==> src/rtl/core/lancup_pkg.sv <==
// Shared types and constants of the Lanczos-2 upscaler: field widths, the
// per-phase weight table and divisor constants, and the job record.
// No dependencies.
package lancup_pkg;

	localparam int LOBES     = 2;
	localparam int WIN       = 2 * LOBES;
	localparam int TAPS      = WIN * WIN;
	localparam int PHASES    = 4;
	localparam int PIX_W     = 8;
	localparam int WT_W      = 16;
	localparam int COL_W     = 12;
	localparam int ROW_W     = 12;
	localparam int OUT_COL_W = 11;
	localparam int OUT_ROW_W = 13;
	localparam int WCFG_W    = 11;
	localparam int HCFG_W    = 13;
	localparam int CFG_W     = 13;
	localparam int QDEPTH    = 2;

	localparam logic REG_WIDTH  = 1'b0;
	localparam logic REG_HEIGHT = 1'b1;

	localparam logic [HCFG_W-1:0] MIN_SIZE   = 13'd3;
	localparam logic [HCFG_W-1:0] MAX_HEIGHT = 13'd4096;

	// Kernel products scaled by 4096 and truncated toward zero, [phase*16 + row*4 + col].
	localparam logic signed [WT_W-1:0] WEIGHT_ROM [PHASES*TAPS] = '{
		16'sd0, 16'sd0, 16'sd0, 16'sd0, 16'sd0, 16'sd4096, 16'sd0, 16'sd0,
		16'sd0, 16'sd0, 16'sd0, 16'sd0, 16'sd0, 16'sd0, 16'sd0, 16'sd0,
		16'sd0, 16'sd0, 16'sd0, 16'sd0, -16'sd260, 16'sd2347, 16'sd2347, -16'sd260,
		16'sd0, 16'sd0, 16'sd0, 16'sd0, 16'sd0, 16'sd0, 16'sd0, 16'sd0,
		16'sd0, -16'sd260, 16'sd0, 16'sd0, 16'sd0, 16'sd2347, 16'sd0, 16'sd0,
		16'sd0, 16'sd2347, 16'sd0, 16'sd0, 16'sd0, -16'sd260, 16'sd0, 16'sd0,
		16'sd16, -16'sd149, -16'sd149, 16'sd16, -16'sd149, 16'sd1345, 16'sd1345, -16'sd149,
		-16'sd149, 16'sd1345, 16'sd1345, -16'sd149, 16'sd16, -16'sd149, -16'sd149, 16'sd16
	};

	// Weight sum of each phase, floor(2^32 / sum), and 256 * sum (saturation point).
	localparam logic [12:0] PHASE_DIV   [PHASES] = '{13'd4096, 13'd4174, 13'd4174, 13'd4252};
	localparam logic [20:0] PHASE_RECIP [PHASES] =
		'{21'd1048576, 21'd1028981, 21'd1028981, 21'd1010105};
	localparam logic [21:0] PHASE_LIMIT [PHASES] =
		'{22'd1048576, 22'd1068544, 22'd1068544, 22'd1088512};

	typedef struct packed {
		logic [TAPS-1:0][PIX_W-1:0] win;
		logic [COL_W-1:0]           c;
		logic [COL_W-1:0]           w_m1;
		logic [ROW_W-1:0]           r;
		logic [ROW_W-1:0]           h_m1;
		logic [1:0]                 xspan;
		logic [1:0]                 yspan;
	} job_t;

endpackage

==> src/rtl/core/lancup_queue.sv <==
// Two-entry job queue between the front end and the back end.
// Depends on lancup_pkg.
module lancup_queue (
	input  logic             clk,
	input  logic             arst_n,
	input  logic             push,
	input  lancup_pkg::job_t push_job,
	output logic             full,
	input  logic             pop,
	output logic             head_valid,
	output lancup_pkg::job_t head_job
);
	import lancup_pkg::*;

	job_t       mem_q [QDEPTH];
	logic       wr_ptr_q;
	logic       rd_ptr_q;
	logic [1:0] count_q;

	assign full       = (count_q == 2'(QDEPTH));
	assign head_valid = (count_q != 2'd0);
	assign head_job   = mem_q[rd_ptr_q];

	always_ff @(posedge clk or negedge arst_n) begin
		if (!arst_n) begin
			wr_ptr_q <= 1'b0;
			rd_ptr_q <= 1'b0;
			count_q  <= '0;
		end else begin
			if (push) begin
				wr_ptr_q <= ~wr_ptr_q;
			end
			if (pop) begin
				rd_ptr_q <= ~rd_ptr_q;
			end
			unique case ({push, pop})
				2'b10:   count_q <= count_q + 1'b1;
				2'b01:   count_q <= count_q - 1'b1;
				default: count_q <= count_q;
			endcase
		end
	end

	always_ff @(posedge clk) begin
		if (push) begin
			mem_q[wr_ptr_q] <= push_job;
		end
	end

`ifndef SYNTH
	a_no_push_full: assert property (@(posedge clk) disable iff (!arst_n) push |-> !full)
		else $error("job pushed into a full queue");
	a_no_pop_empty: assert property (@(posedge clk) disable iff (!arst_n) pop |-> head_valid)
		else $error("job popped from an empty queue");
	a_count_range: assert property (@(posedge clk) disable iff (!arst_n)
		count_q <= 2'(QDEPTH))
		else $error("queue count out of range");
`endif

endmodule

==> config.mk <==
export PLATFORM = sky130hd
export DESIGN_NAME = lancup_queue
export DESIGN_NICKNAME = d
export VERILOG_FILES = /design/src/rtl/core/lancup_pkg.sv /design/src/rtl/core/lancup_queue.sv
export SDC_FILE = /design/constraint.sdc
export NUM_CORES = 1
export LEC_CHECK = 0
export ABC_AREA = 1
export BUFFER_PORTS_ARGS = -buffer_cell sky130_fd_sc_hd__buf_4
export CELL_PAD_IN_SITES_DETAIL_PLACEMENT = 1
export CELL_PAD_IN_SITES_GLOBAL_PLACEMENT = 1
export CORE_MARGIN = 4
export CORE_UTILIZATION = 42
export CTS_BUF_LIST = sky130_fd_sc_hd__clkbuf_4 sky130_fd_sc_hd__clkbuf_8 sky130_fd_sc_hd__clkbuf_16
export CTS_CLUSTER_DIAMETER = 200
export DETAILED_ROUTE_END_ITERATION = 12
export PLACE_DENSITY = 0.86
export SETUP_SLACK_MARGIN = 0.5
export SYNTH_ARGS = -nofsm -noshare
export SYNTH_HDL_FRONTEND = slang
export SYNTH_SLANG_ARGS = --single-unit
==> constraint.sdc <==
create_clock -name clk -period 10.9 [get_ports clk]
set_input_delay 2.18 -clock clk [delete_from_list [all_inputs] [get_ports clk]]
set_output_delay 2.18 -clock clk [all_outputs]
set_load 0.005 [all_outputs]
Yosys cells after proc, flatten, opt, wreduce, memory -nomap -nowiden. Memory sizes are Yosys's and may differ from the RTL's. Cells that the tools add are included.

Register bits after elaboration: 4. Bits in writable memories: 360. Input bits: 184. Output and inout bits: 182. Word-level logic and storage cells: 16. Memories: 1.

Add/sub/neg operators: 2. Equal/unequal tests: 3. Multiplexer cells: 3. Bitwise operators: 2. Reduce and logical (&&, ||, !) cells: 2.

Memories: mem_q (depth 2, bits a word 180, read ports 1, clocked after memory_dff 0, wr ports 1, line lancup_queue.sv:15) `job_t mem_q [QDEPTH];`.

Operator list (number): $eq A2 B2 Y1 const B (2); $pmux W2 S2 (1); $reduce_bool A2 Y1 (2); $add A2 B1 Y2 const B (1); $eq A2 B1 Y1 const B (1); $mux W1 (2); $not A1 Y1 (2); $sub A2 B1 Y2 const B (1).

Longest topological paths before layout.
Depth after elaboration: 2. Mapped depth: 7. Mapped depth without buffers: 7.

Least setup slack after synthesis. No wires, ideal clock.

Path type: input-to-reg. Start point: in push. End point: mem mem_q[0][0] (netlist name), enable pin. Arrival: 9774 ps. Data required time: 10172 ps. Setup slack: 398 ps. Cell stages on the path: 2. Path buffers: 0. Path through: inv_1 > nor2_1.

Longest elaborated chain between the ends: 2.

RTL lines: start: declaration (line lancup_queue.sv:6) `input logic push,`; $mux W1 (line lancup_queue.sv:45) `if (push) begin`; $mux W1 (implied by the code) (line lancup_queue.sv:46) `mem_q[wr_ptr_q] <= push_job;`; end: declaration (line lancup_queue.sv:15).

No other way between the ends.

==> reports/results.txt <==
Vias in the first global route = 9,297
Mapped Nets = 1,149
Ys Warns = 0
WP data arrival = 3.51 ns
Cts-stage hold buffer count = 0
Internal power = 3.242 mW
Critical Path Sink Type = output pin
Run status = finished, final reports clean
Post-synth EDFFs = 360
GR Util met3 = 0.06499
Worst R2R Setup Slack = 8.13 ns
Post-synth top area share = 0.7752
Final Cycle Share = 0.5219
Worst path required time = 8.72 ns
Total wire length = 35,460 µm
Critical path's most frequent cell = buf_4
FMAX = 175.8 MHz
Most frequent cell after synthesis = edfxtp_1
Mapped Cells = 964
Leakage Power = 7.584 nW
Post-synthesis share of cell area spent on xor and xnor gates = 0.001884
Final hold vios = 0
RSZ-0062 raised after global routing = no
CP max FO = 232
Final min period = 5.689 ns
Port bufs = 365
CP cell instances = buf_12 > buf_4 > nand2_1 > o21ai_1 > buf_4
Clk sink count = 364
Synth Area per Inst = 14.47 µm²
Drt pass-1 iters = 4
Worst Hold Endpoint = count_q[1]$_DFFE_PN0P_
Detailed-route via count = 8,496
Drt wl/cell = 19.73 µm
Simple-Gate Fraction of Synth Area = 0.05141
Post-synth ARST share = 0.01099
Tot Pwr = 4.656 mW
TNS Setup = 0 ns
Hold wc startpoint = count_q[1]$_DFFE_PN0P_
Initial core utilization = 0.4275
GR Layer Usage met1 = 0.2221
VDD IR max = 256.0 µV
Io pins = 366
CP Launch Type = flop
Final core utilization = 0.5546
Ant diodes = 0
Via/cell ratio = 4.728
Total congestion overflow = 0
Fin. max-slew vios = 0
First-pass GRT wire length = 53,590 µm
Clock Latency Late Sink = 0.51 ns
#FFs+latches synth = 364
DIE AREA = 36,180 µm²
P per Cell Area = 257.4 nW/µm²
Die Ht = 190.2 µm
Sequential-to-total area share from yosys stat = 0.7823
Detail Route Antenna Nets = 0
Synth Cell Area = 13,950 µm²
NumNets Final = 1,519
Endpoints failing setup = 0
Largest net degree at the start of global routing = 233
Fraction of synthesized area in multiplexers = 0
Cell count of the worst reg-to-reg path = 3
Final GP Congestion = 0.7905
DP HPWL = 24,630 µm
Share of layout cells above drive strength 1 = 0.3683
Met2 usage = 0.3423
Num rows = 66
R2r startpoint = wr_ptr_q$_DFFE_PN0P_
DIE WIDTH = 190.2 µm
Main combinational cell family by area after synthesis = compound AO/OA/AOI/OAI gates
Post-Synth Adder-Cell Area = 0.0008972
Max clock buf depth = 3
Layout area overhead = 29.71%
Primary FF master, synth = edfxtp_1
Delay of the slowest critical-path stage = 0.87 ns
Hold WC Path Type = reg2reg
Combinational fraction of design power = 0.314
Core Area = 32,620 µm²
Max stage delay cell, worst path = buf_4
Synth cell types = 18
Clock skew = 0.01759 ns
Resize count post-CTS = 0
Post CTS Setup Buffer Count = 0
Htree depth = 2
CTS tree = built
Clock group share of total power = 0.266
Clock-pin slew on the worst setup and hold paths = 0.06 ns
DRC = 0
Initial drt markers = 548
Relative slew slack = 0.2512
Root Buffer = clkbuf_16
Max-cap viol count = 0
Initial antenna violation count = 1
Worst slew pin tran = 1.123 ns
Share of power burned in registers = 0.420
Sw Ratio = 0.3038
Most crowded layer after global routing = met2
CTS buffer count = 39
Total track usage = 0.1917
Switching power = 1.415 mW
Area fraction in compound gates after synthesis = 0.08398
Hold depth = 2
Ranking of synthesized cells by area = edfxtp_1, inv_1, nand2_1
Commonest cells post-synth = edfxtp_1, inv_1, nand2_1
CP Class = reg2out
R2r endpoint = mem_q[1][115]$_DFFE_PP_
Synth area leader = edfxtp_1
[placed cells by master, fill, tap and decap left out]
cell / synthesis / final
inv_1: 186 / 185
dfrtp_1: 4 / 3
nand4_1: 1 / 1
nor2_1: 2 / 1
buf_12: 1 / 2
o21ai_1: 40 / 40
clkinv_1: 0 / 7
clkbuf_16: 0 / 41
nand2_1: 186 / 186
edfxtp_1: 360 / 360
bufinv_16: 0 / 2
o21ai_2: 72 / 72
o21ai_0: 68 / 68
nor2_4: 0 / 1
ha_1: 1 / 1
nand3_1: 1 / 1
dfrtp_4: 0 / 1
inv_6: 0 / 1
clkbuf_4: 0 / 7
xnor2_1: 1 / 1
buf_4: 1 / 367
clkinv_2: 0 / 5
xor2_1: 2 / 2
[flip-flops by register name, indices dropped and copies added, names as in the netlist]
signal	flops
count_q	2
rd_ptr_q	1
mem_q	360
wr_ptr_q	1
[cell type report]
cell class / instances / area (µm²)
clock inverter: 14 / 111.4
timing repair buffer: 369 / 2795
inverter: 186 / 703.2
tap: 442 / 553.0
clock buffer: 48 / 1079
fill: 3256 / 14530
sequential: 364 / 10910
multi-input combinational: 374 / 1934
[routing by layer]
layer  part of all wire  up-vias  wire length (µm)
li1                   -     4009                 -
met1               0.37     4105             12980
met2               0.51      314             18240
met3              0.093       66              3290
met4              0.026        2               937
met5            0.00025        -                 9
[stage by stage]
stage	hold WS (ns)	std cells	setup WS (ns)	instance area, µm²
finish	0.5001	1797	5.211	18090
global route	0.5361	1797	4.926	18090
CTS	0.5033	1797	5.267	18090
detailed placement	0.4894	1735	5.825	16900
global placement	0.4535	1735	6.012	16900
floorplan	0.4417	964	3.552	13950
[worst max-delay path: cells and delay by family, from the launching register on]
kind	cells	cell delay [ns]
AOI/OAI and AO/OA	1	0.14
buffers and inverters	3	1.71
DFF	1	0.64
and+or+nand+nor	1	0.15
[worst max-delay path by stage]
stage | cells past startpoint | startpoint | slack (ns) | endpoint
final | 5 | rd_ptr_q$_DFFE_PN0P_ | 5.21 | head_job[163]
after global routing | 5 | rd_ptr_q$_DFFE_PN0P_ | 4.93 | head_job[163]
after floorplan | 2 | push | 3.55 | mem_q[0][0]$_DFFE_PP_
after CTS | 5 | rd_ptr_q$_DFFE_PN0P_ | 5.27 | head_job[163]
after detailed placement | 5 | rd_ptr_q$_DFFE_PN0P_ | 5.82 | head_job[163]
after global placement | 5 | rd_ptr_q$_DFFE_PN0P_ | 6.01 | head_job[114]
[power by group through the flow]
stage	sequential [mW]	combinational [mW]	clock, mW
detailed placement	1.99	1.48	0
CTS	1.96	1.50	1.28
global route	1.98	1.61	1.35
finish	1.96	1.46	1.24
floorplan	1.98	0.805	0
global placement	1.96	1.41	0
[cell families after synthesis]
group,Yosys count
adder cells (fa/ha/maj),1
buffers and inverters,226
XOR/XNOR,3
AND/OR/NAND/NOR,190
AO/OA/AOI/OAI,180
flip-flops,364
Note: power is estimated with default switching activity, not from simulation.
