### config.mk
export PLATFORM = sky130hd
export DESIGN_NAME = lancup_back
export DESIGN_NICKNAME = d
export VERILOG_FILES = /design/src/rtl/core/lancup_pkg.sv /design/src/rtl/core/lancup_back.sv
export SDC_FILE = /design/constraint.sdc
export NUM_CORES = 2
export LEC_CHECK = 0
export BUFFER_PORTS_ARGS = -buffer_cell sky130_fd_sc_hd__buf_2
export CAP_MARGIN = 30
export CORE_MARGIN = 2
export CORE_UTILIZATION = 45
export CTS_BUF_LIST = sky130_fd_sc_hd__clkbuf_8
export CTS_CLUSTER_SIZE = 14
export DETAILED_ROUTE_END_ITERATION = 10
export PLACE_DENSITY = 0.72
export SYNTH_ARGS = -nofsm -noshare
export SYNTH_HDL_FRONTEND = slang
export SYNTH_SLANG_ARGS = --single-unit
### constraint.sdc
create_clock -name clk -period 66.4 [get_ports clk]
set_clock_uncertainty 0.2 [all_clocks]
set_input_delay 13.28 -clock clk [delete_from_list [all_inputs] [get_ports clk]]
set_output_delay 13.28 -clock clk [all_outputs]
set_load 0.02 [all_outputs]
### src/rtl/core/lancup_pkg.sv
// Shared types and constants of the Lanczos-2 upscaler: field widths, the
// per-phase weight table and divisor constants, and the job record.
// No dependencies.
package lancup_pkg;

	localparam int LOBES     = 2;
	localparam int WIN       = 2 * LOBES;
	localparam int TAPS      = WIN * WIN;
	localparam int PHASES    = 4;
	localparam int PIX_W     = 8;
	localparam int WT_W      = 16;
	localparam int COL_W     = 12;
	localparam int ROW_W     = 12;
	localparam int OUT_COL_W = 11;
	localparam int OUT_ROW_W = 13;
	localparam int WCFG_W    = 11;
	localparam int HCFG_W    = 13;
	localparam int CFG_W     = 13;
	localparam int QDEPTH    = 2;

	localparam logic REG_WIDTH  = 1'b0;
	localparam logic REG_HEIGHT = 1'b1;

	localparam logic [HCFG_W-1:0] MIN_SIZE   = 13'd3;
	localparam logic [HCFG_W-1:0] MAX_HEIGHT = 13'd4096;

	// Kernel products scaled by 4096 and truncated toward zero, [phase*16 + row*4 + col].
	localparam logic signed [WT_W-1:0] WEIGHT_ROM [PHASES*TAPS] = '{
		16'sd0, 16'sd0, 16'sd0, 16'sd0, 16'sd0, 16'sd4096, 16'sd0, 16'sd0,
		16'sd0, 16'sd0, 16'sd0, 16'sd0, 16'sd0, 16'sd0, 16'sd0, 16'sd0,
		16'sd0, 16'sd0, 16'sd0, 16'sd0, -16'sd260, 16'sd2347, 16'sd2347, -16'sd260,
		16'sd0, 16'sd0, 16'sd0, 16'sd0, 16'sd0, 16'sd0, 16'sd0, 16'sd0,
		16'sd0, -16'sd260, 16'sd0, 16'sd0, 16'sd0, 16'sd2347, 16'sd0, 16'sd0,
		16'sd0, 16'sd2347, 16'sd0, 16'sd0, 16'sd0, -16'sd260, 16'sd0, 16'sd0,
		16'sd16, -16'sd149, -16'sd149, 16'sd16, -16'sd149, 16'sd1345, 16'sd1345, -16'sd149,
		-16'sd149, 16'sd1345, 16'sd1345, -16'sd149, 16'sd16, -16'sd149, -16'sd149, 16'sd16
	};

	// Weight sum of each phase, floor(2^32 / sum), and 256 * sum (saturation point).
	localparam logic [12:0] PHASE_DIV   [PHASES] = '{13'd4096, 13'd4174, 13'd4174, 13'd4252};
	localparam logic [20:0] PHASE_RECIP [PHASES] =
		'{21'd1048576, 21'd1028981, 21'd1028981, 21'd1010105};
	localparam logic [21:0] PHASE_LIMIT [PHASES] =
		'{22'd1048576, 22'd1068544, 22'd1068544, 22'd1088512};

	typedef struct packed {
		logic [TAPS-1:0][PIX_W-1:0] win;
		logic [COL_W-1:0]           c;
		logic [COL_W-1:0]           w_m1;
		logic [ROW_W-1:0]           r;
		logic [ROW_W-1:0]           h_m1;
		logic [1:0]                 xspan;
		logic [1:0]                 yspan;
	} job_t;

endpackage

### src/rtl/core/lancup_back.sv
// Back end of the upscaler: walks the centers and phases of the head job and
// runs each output through tap select, multiply, sums and constant division.
// Depends on lancup_pkg.
module lancup_back (
	input  logic                            clk,
	input  logic                            arst_n,
	input  logic                            head_valid,
	input  lancup_pkg::job_t                head_job,
	output logic                            pop,
	output logic                            result_valid,
	input  logic                            result_stall,
	output logic [lancup_pkg::OUT_COL_W-1:0] out_col,
	output logic [lancup_pkg::OUT_ROW_W-1:0] out_row,
	output logic [lancup_pkg::PIX_W-1:0]     out_value,
	output logic                            run_last
);
	import lancup_pkg::*;

	localparam int PROD_W = PIX_W + 1 + WT_W;
	localparam int ACC_W  = 23;
	localparam int POS_W  = 21;
	localparam int Q_W    = 9;

	logic       adv;
	logic       issue;
	logic       last_pt;
	logic [1:0] ox_q, oy_q;
	logic       px_q, py_q;
	logic [COL_W-1:0] cx;
	logic [ROW_W-1:0] cy;
	logic [COL_W:0]   xt [WIN];
	logic [ROW_W:0]   yt [WIN];
	logic [COL_W-1:0] xsel [WIN];
	logic [ROW_W-1:0] ysel [WIN];
	logic [1:0]       wc [WIN];
	logic [1:0]       wr [WIN];
	logic [TAPS-1:0][PIX_W-1:0] pix_sel;

	logic v_s1, v_s2, v_s3, v_s4, v_s5, v_s6;
	logic [1:0] ph_s1, ph_s2, ph_s3, ph_s4, ph_s5, ph_s6;
	logic [OUT_COL_W-1:0] col_s1, col_s2, col_s3, col_s4, col_s5, col_s6;
	logic [OUT_ROW_W-1:0] row_s1, row_s2, row_s3, row_s4, row_s5, row_s6;
	logic last_s1, last_s2, last_s3, last_s4, last_s5, last_s6;
	logic [TAPS-1:0][PIX_W-1:0] pix_s1;
	logic signed [PROD_W-1:0] prod_s2 [TAPS];
	logic signed [ACC_W-1:0]  rsum_s3 [WIN];
	logic signed [ACC_W-1:0]  acc_s4;
	logic neg_s5, neg_s6, big_s5, big_s6;
	logic [POS_W-1:0] acc_s5, acc_s6;
	logic [Q_W-1:0]   q0_s5, q0_s6;
	logic [2*POS_W-1:0] ratio;
	logic [Q_W+13-1:0]  qd_s6;
	logic [Q_W+13-1:0]  rem;
	logic [Q_W-1:0]     quo;

	logic                 res_valid_q;
	logic [OUT_COL_W-1:0] res_col_q;
	logic [OUT_ROW_W-1:0] res_row_q;
	logic [PIX_W-1:0]     res_value_q;
	logic                 res_last_q;

	assign adv     = !(res_valid_q && result_stall);
	assign issue   = adv && head_valid;
	assign last_pt = (ox_q == head_job.xspan) && (oy_q == head_job.yspan) && px_q && py_q;
	assign pop     = issue && last_pt;

	assign cx = head_job.c - COL_W'(LOBES) + COL_W'(ox_q);
	assign cy = head_job.r - ROW_W'(LOBES) + ROW_W'(oy_q);

	// Walk px, then py, then the center column, then the center row.
	always_ff @(posedge clk or negedge arst_n) begin
		if (!arst_n) begin
			ox_q <= '0;
			oy_q <= '0;
			px_q <= 1'b0;
			py_q <= 1'b0;
		end else if (issue) begin
			px_q <= ~px_q;
			if (px_q) begin
				py_q <= ~py_q;
				if (py_q) begin
					if (ox_q == head_job.xspan) begin
						ox_q <= '0;
						oy_q <= last_pt ? 2'd0 : oy_q + 2'd1;
					end else begin
						ox_q <= ox_q + 2'd1;
					end
				end
			end
		end
	end

	// Clamped tap coordinates and their place in the window.
	always_comb begin
		for (int t = 0; t < WIN; t++) begin
			xt[t] = {1'b0, cx} + (COL_W+1)'(t);
			yt[t] = {1'b0, cy} + (ROW_W+1)'(t);
			if (xt[t] == '0) begin
				xsel[t] = '0;
			end else if (xt[t] - 1'b1 > {1'b0, head_job.w_m1}) begin
				xsel[t] = head_job.w_m1;
			end else begin
				xsel[t] = COL_W'(xt[t] - 1'b1);
			end
			if (yt[t] == '0) begin
				ysel[t] = '0;
			end else if (yt[t] - 1'b1 > {1'b0, head_job.h_m1}) begin
				ysel[t] = head_job.h_m1;
			end else begin
				ysel[t] = ROW_W'(yt[t] - 1'b1);
			end
			wc[t] = 2'(xsel[t] - head_job.c + COL_W'(WIN - 1));
			wr[t] = 2'(ysel[t] - head_job.r + ROW_W'(WIN - 1));
		end
		for (int tr = 0; tr < WIN; tr++) begin
			for (int tc = 0; tc < WIN; tc++) begin
				pix_sel[tr*WIN+tc] = head_job.win[{wr[tr], wc[tc]}];
			end
		end
	end

	assign ratio = acc_s4[POS_W-1:0] * PHASE_RECIP[ph_s4];
	assign rem   = {1'b0, acc_s6} - qd_s6;
	assign quo   = q0_s6 + Q_W'(rem >= (Q_W+13)'(PHASE_DIV[ph_s6]));

	always_ff @(posedge clk or negedge arst_n) begin
		if (!arst_n) begin
			v_s1        <= 1'b0;
			v_s2        <= 1'b0;
			v_s3        <= 1'b0;
			v_s4        <= 1'b0;
			v_s5        <= 1'b0;
			v_s6        <= 1'b0;
			res_valid_q <= 1'b0;
		end else if (adv) begin
			v_s1        <= issue;
			v_s2        <= v_s1;
			v_s3        <= v_s2;
			v_s4        <= v_s3;
			v_s5        <= v_s4;
			v_s6        <= v_s5;
			res_valid_q <= v_s6;
		end
	end

	always_ff @(posedge clk) begin
		if (adv) begin
			pix_s1  <= pix_sel;
			ph_s1   <= {py_q, px_q};
			col_s1  <= OUT_COL_W'({cx, px_q});
			row_s1  <= OUT_ROW_W'({cy, py_q});
			last_s1 <= last_pt;

			for (int t = 0; t < TAPS; t++) begin
				prod_s2[t] <= $signed({1'b0, pix_s1[t]}) * WEIGHT_ROM[{ph_s1, 4'(t)}];
			end
			{ph_s2, col_s2, row_s2, last_s2} <= {ph_s1, col_s1, row_s1, last_s1};

			for (int k = 0; k < WIN; k++) begin
				rsum_s3[k] <= ACC_W'(prod_s2[k*WIN]) + ACC_W'(prod_s2[k*WIN+1])
					+ ACC_W'(prod_s2[k*WIN+2]) + ACC_W'(prod_s2[k*WIN+3]);
			end
			{ph_s3, col_s3, row_s3, last_s3} <= {ph_s2, col_s2, row_s2, last_s2};

			acc_s4 <= rsum_s3[0] + rsum_s3[1] + rsum_s3[2] + rsum_s3[3];
			{ph_s4, col_s4, row_s4, last_s4} <= {ph_s3, col_s3, row_s3, last_s3};

			neg_s5 <= (acc_s4 <= 0);
			big_s5 <= (acc_s4 >= $signed({1'b0, PHASE_LIMIT[ph_s4]}));
			acc_s5 <= acc_s4[POS_W-1:0];
			q0_s5  <= ratio[32 +: Q_W];
			{ph_s5, col_s5, row_s5, last_s5} <= {ph_s4, col_s4, row_s4, last_s4};

			qd_s6  <= q0_s5 * PHASE_DIV[ph_s5];
			q0_s6  <= q0_s5;
			acc_s6 <= acc_s5;
			neg_s6 <= neg_s5;
			big_s6 <= big_s5;
			{ph_s6, col_s6, row_s6, last_s6} <= {ph_s5, col_s5, row_s5, last_s5};

			res_col_q  <= col_s6;
			res_row_q  <= row_s6;
			res_last_q <= last_s6;
			priority if (neg_s6) begin
				res_value_q <= '0;
			end else if (big_s6) begin
				res_value_q <= 8'd255;
			end else begin
				res_value_q <= quo[PIX_W-1:0];
			end
		end
	end

	assign result_valid = res_valid_q;
	assign out_col      = res_col_q;
	assign out_row      = res_row_q;
	assign out_value    = res_value_q;
	assign run_last     = res_last_q;

endmodule

After elaboration in Yosys (flattened, before gate mapping)
Memories as Yosys holds them, arrays and structs flattened. Index checks and enable logic that the tools add are counted.

$add $sub $neg: 53. Multiply operators: 18. Magnitude comparators: 46. Eq/ne operators: 2. Muxes and demuxes: 96. Bitwise gates (word level): 21. Reduce and logical (&&, ||, !) cells: 18.

Operators with widths (count): binary-select mux 8 bit (select 4 bit) (16); two-way mux 16 bit (32); multiplier 9 x 16 -> 25 bit (16); adder 23 bit (15); two-way mux 8 bit (17); >= comparator 7 bit (second input constant) (16); NOT 6 -> 7 bit (16); greater-than comparator 13 x 12 -> 1 bit (8); zero test 13 bit (8); less-than comparator 4 x 5 -> 1 bit (second input constant) (16); subtractor 13 x 1 -> 13 bit (second input constant) (6); adder 12 x 2 -> 13 bit (second input constant) (4); binary-select mux 13 bit (select 2 bit) (2); two-way mux 13 bit (4); binary-select mux 22 bit (select 2 bit) (1); two-way mux 22 bit (2); binary-select mux 21 bit (select 2 bit) (1); two-way mux 21 bit (2); multiplier 21 x 21 -> 41 bit (1); two-way mux 2 bit (18); adder 12 x 1 -> 13 bit (second input constant) (2); subtractor 12 x 1 -> 13 bit (second input constant) (2); adder 12 x 2 -> 12 bit (2); subtractor 12 x 2 -> 12 bit (second input constant) (2); other kinds (19) (45).

Register bits: 444. Bits in writable memories: 492. ROM bits: 16384. Bits of input ports: 184. Output and inout bits: 35. Memories: 18.

Memory list: (name not given) (depth 64, width 16, rd ports 1, clocked after memory_dff 0, write ports 0, RTL line lancup_back.sv:155) `prod_s2[t] <= $signed({1'b0, pix_s1[t]}) * WEIGHT_ROM[{ph_s1, 4'(t)}];`; (name not given) (depth 64, width 16, rd ports 1, clocked after memory_dff 0, write ports 0, RTL line lancup_back.sv:155); (name not given) (depth 64, width 16, rd ports 1, clocked after memory_dff 0, write ports 0, RTL line lancup_back.sv:155); (name not given) (depth 64, width 16, rd ports 1, clocked after memory_dff 0, write ports 0, RTL line lancup_back.sv:155); (name not given) (depth 64, width 16, rd ports 1, clocked after memory_dff 0, write ports 0, RTL line lancup_back.sv:155); (name not given) (depth 64, width 16, rd ports 1, clocked after memory_dff 0, write ports 0, RTL line lancup_back.sv:155); 12 more memories.

Longest topological paths before layout
Depth after elaboration: 11. Mapped depth: 36. Mapped depth without buffers: 33.

Least setup slack after synthesis
Ideal clock, no wire load.

Path kind: input port to output port. Start point: input result_stall. End point: output pop. Data arrival time: 33972 ps. Required time: 52920 ps. Setup slack: 18948 ps. Stages: 3. Path through: nand2_1 > nand2_1 > nor4_1.

Cells in the longest elaborated chain, start to end: 4.

RTL lines: start, declared (RTL line lancup_back.sv:11) `input logic result_stall,`; logical AND 1 bit (RTL line lancup_back.sv:62) `assign adv = !(res_valid_q && result_stall);`; zero test 1 bit (RTL line lancup_back.sv:62); logical AND 1 bit (RTL line lancup_back.sv:63) `assign issue = adv && head_valid;`; logical AND 1 bit (RTL line lancup_back.sv:65) `assign pop = issue && last_pt;`; end, declared (RTL line lancup_back.sv:9) `output logic pop,`.

Every way passes these cells.

Worst setup path after layout
Ends and elaborated chain as after synthesis.

==> flow_metrics.env <==
export IMPL_fin_crit_sh_pct=42.74
export IMPL_cts_sink_count=824
export IMPL_die_w_um=447.6
export IMPL_grt_overflow_total=0
export IMPL_cts_path_max_buffers=3
export IMPL_netlist_instances=8008
export IMPL_yosys_area_top_type_share_pct=27.51
export IMPL_num_io_pins=219
export IMPL_io_buffers=218
export IMPL_path_class="input port to output port"
export IMPL_fin_nets=10640
export IMPL_clock_latency_ns=0.90
export IMPL_max_freq_ghz=0.03524
export IMPL_cts_buffers=141
export IMPL_drive_gt1_share_pct=8.686
export IMPL_drt_initial_drc_count=5107
export IMPL_rsz0062_at_grt="no"
export IMPL_cp_data_required_time_ns=52.92
export IMPL_min_path_type="flip-flop to flip-flop"
export IMPL_timing_rr_start="row_s4[0]"
export IMPL_cts_tree="done"
export IMPL_synth_yosys_seq_area_share_pct=27.87
export IMPL_dieArea_sq_um=200300
export IMPL_hold_buffers=0
export IMPL_vias=61130
export IMPL_path_max_fanout=66
export IMPL_clk_pin_slew_ns=0.06
export IMPL_synth_nets=10370
export IMPL_grt_pass1_vias=64190
export IMPL_tightest_slew_ns=1.063
export IMPL_final_cell_mix="inv_1 (1640), ha_1 (1142), fa_1 (1034)"
export IMPL_ys_top_cells_by_area="edfxtp_1 (28%), fa_1 (23%), ha_1 (16%)"
export IMPL_drtAntennaViolNets=0
export IMPL_routedWlPerCell_um=21.81
export IMPL_rows=162
export IMPL_antenna_found_initial=118
export IMPL_hpwl_mm=196.6
export IMPL_initial_utilization_pct=45.36
export IMPL_final_common_cell="inv_1"
export IMPL_finalSetupViolations=0
export IMPL_yosys_register_bits=824
export IMPL_maxSlewViolCount=0
export IMPL_status="complete, no violations"
export IMPL_grt_max_degree=190
export IMPL_finalCriticalPeriod_ns=28.38
export IMPL_vias_per_cell=5.519
export IMPL_ys_types=100
export IMPL_synth_top_area_cell="edfxtp_1"
export IMPL_min_from="col_s6[2]"
export IMPL_gp_congestion=0.9730
export IMPL_start_kind="input port"
export IMPL_cts_repair_resized=0
export IMPL_grt_pass1_wl_mm=371.8
export IMPL_final_hold_violation_count=0
export IMPL_setup_tns_ns=0
export IMPL_core_region_area_sq_um=195200
export IMPL_cp_arrival_ns=14.90
export IMPL_dr_pass1_iters=8
export IMPL_fp_dieH_um=447.6
export IMPL_end_kind="output port"
export IMPL_ys_async_sr_fraction_pct=1.578
export IMPL_cts_root_buf="clkbuf_8"
export IMPL_relSlewSlack_pct=29.16
export IMPL_netlist_area_sq_um=88540
export IMPL_synth_edf_count=811
export IMPL_post_cts_buffers=0
export IMPL_cap_violations=0
export IMPL_cp_startpoint="result_stall"
export IMPL_area_delta_synth_final_pct=8.364
export IMPL_syn_area_per_cell_sq_um=11.06
export IMPL_h_tree_depth=4
export IMPL_drt_wl_total_mm=241.6
export IMPL_ys_warn_count=0
export IMPL_yosys_most_used_dff="edfxtp_1"
export IMPL_track_usage_pct=24.49
export IMPL_route_detailed_drc=0
## final timing paths
path                       cells past startpoint    endpoint  slack (ns)
setup / recovery                               5         pop       38.02
hold / removal                                 0  out_col[2]        0.19
setup reg to reg                              28    q0_s5[6]       56.94
hold reg to reg                                0  out_col[2]        0.19
max in group asynchronous                      1     oy_q[1]       53.68
min in group asynchronous                      1     oy_q[0]       12.07
## cells by family after synthesis
family / share of synthesized area [%]
AOI/OAI and AO/OA: 9.113
adders and majority gates: 39.53
and+or+nand+nor: 8.301
DFF: 27.87
buffers and inverters: 7.573
muxes: 3.643
xor gates and xnor gates: 3.967
## layout make-up
class                   instances  area (sq um)
inverters                    1624          6096
repair buffers                277          1570
multi-input cells            5412         57340
diodes                         71         177.7
flip-flops and latches        824         24680
clock buffers                 147          2023
fillers                     17340         99250
clock inverters                97         779.5
well taps                    2624          3283
## Yosys cell counts, types with 18 or more instances
cell and count:
ha_1 1143, or2_2 19, a21boi_0 59, xor2_1 62
nand3_1 109, a2111oi_1 18, nor2_1 368, o21bai_1 24
edfxtp_1 811, fa_1 1034, o21a_1 31, nor2b_1 75
nand4_1 37, xnor2_1 329, mux4_2 128, o211ai_1 24
a31oi_1 25, nand2_1 303, nor3_1 96, and3_1 60
o221a_2 26, nor4_1 23, a21o_1 91, or3_1 22
inv_1 1612, a2111oi_0 18, o22ai_1 132, and2_1 259
o21ai_0 204, a21oi_1 346, nand2b_1 37, mux2i_1 25
o31ai_1 19, o22a_1 33, a211oi_1 29, buf_2 31
clkbuf_1 109
## worst max-delay path, stage by stage
cell and delay (ns):
buf_2 0.12, nand2_4 0.58, nand2_1 0.23, nor4_1 0.41, buf_2 0.26
## layer usage
layer / up-vias / wire, um / GRT usage, %
li1: 27810 / - / -
met1: 30300 / 93800 / 29.92
met2: 2328 / 115300 / 40.70
met3: 625 / 18420 / 5.498
met4: 64 / 13610 / 12.24
met5: - / 408 / 0.4151
## registers in the layout, indices dropped and copies added, names as in the netlist, 9 cells and up
register / count
col_s6: 10
row_s1: 13
q0_s5: 9
out_row: 13
row_s6: 13
row_s4: 13
row_s2: 13
row_s5: 13
pix_s1: 128
acc_s5: 21
acc_s6: 21
col_s5: 10
out_col: 11
acc_s4: 23
col_s2: 10
qd_s6: 21
row_s3: 13
rsum_s3: 92
prod_s2: 301
col_s4: 10
col_s1: 10
col_s3: 10
## through the flow
step / setup slack [ns] / instances / area, sq um / hold slack (ns) / util (%)
after floorplan: 18.95 / 8008 / 88540 / 0.2003 / -
after global placement: 38.02 / 10760 / 92900 / 0.2015 / 47.59
after detailed placement: 37.99 / 10760 / 92940 / 0.2045 / 47.61
after CTS: 37.97 / 11000 / 95740 / 0.1921 / 49.05
after global routing: 37.86 / 11060 / 95890 / 0.2093 / 49.13
final: 38.02 / 11080 / 95950 / 0.1916 / 49.15
Power is not shown: default switching activity piles up to over one toggle a cycle in this logic, so the estimate is an artifact.
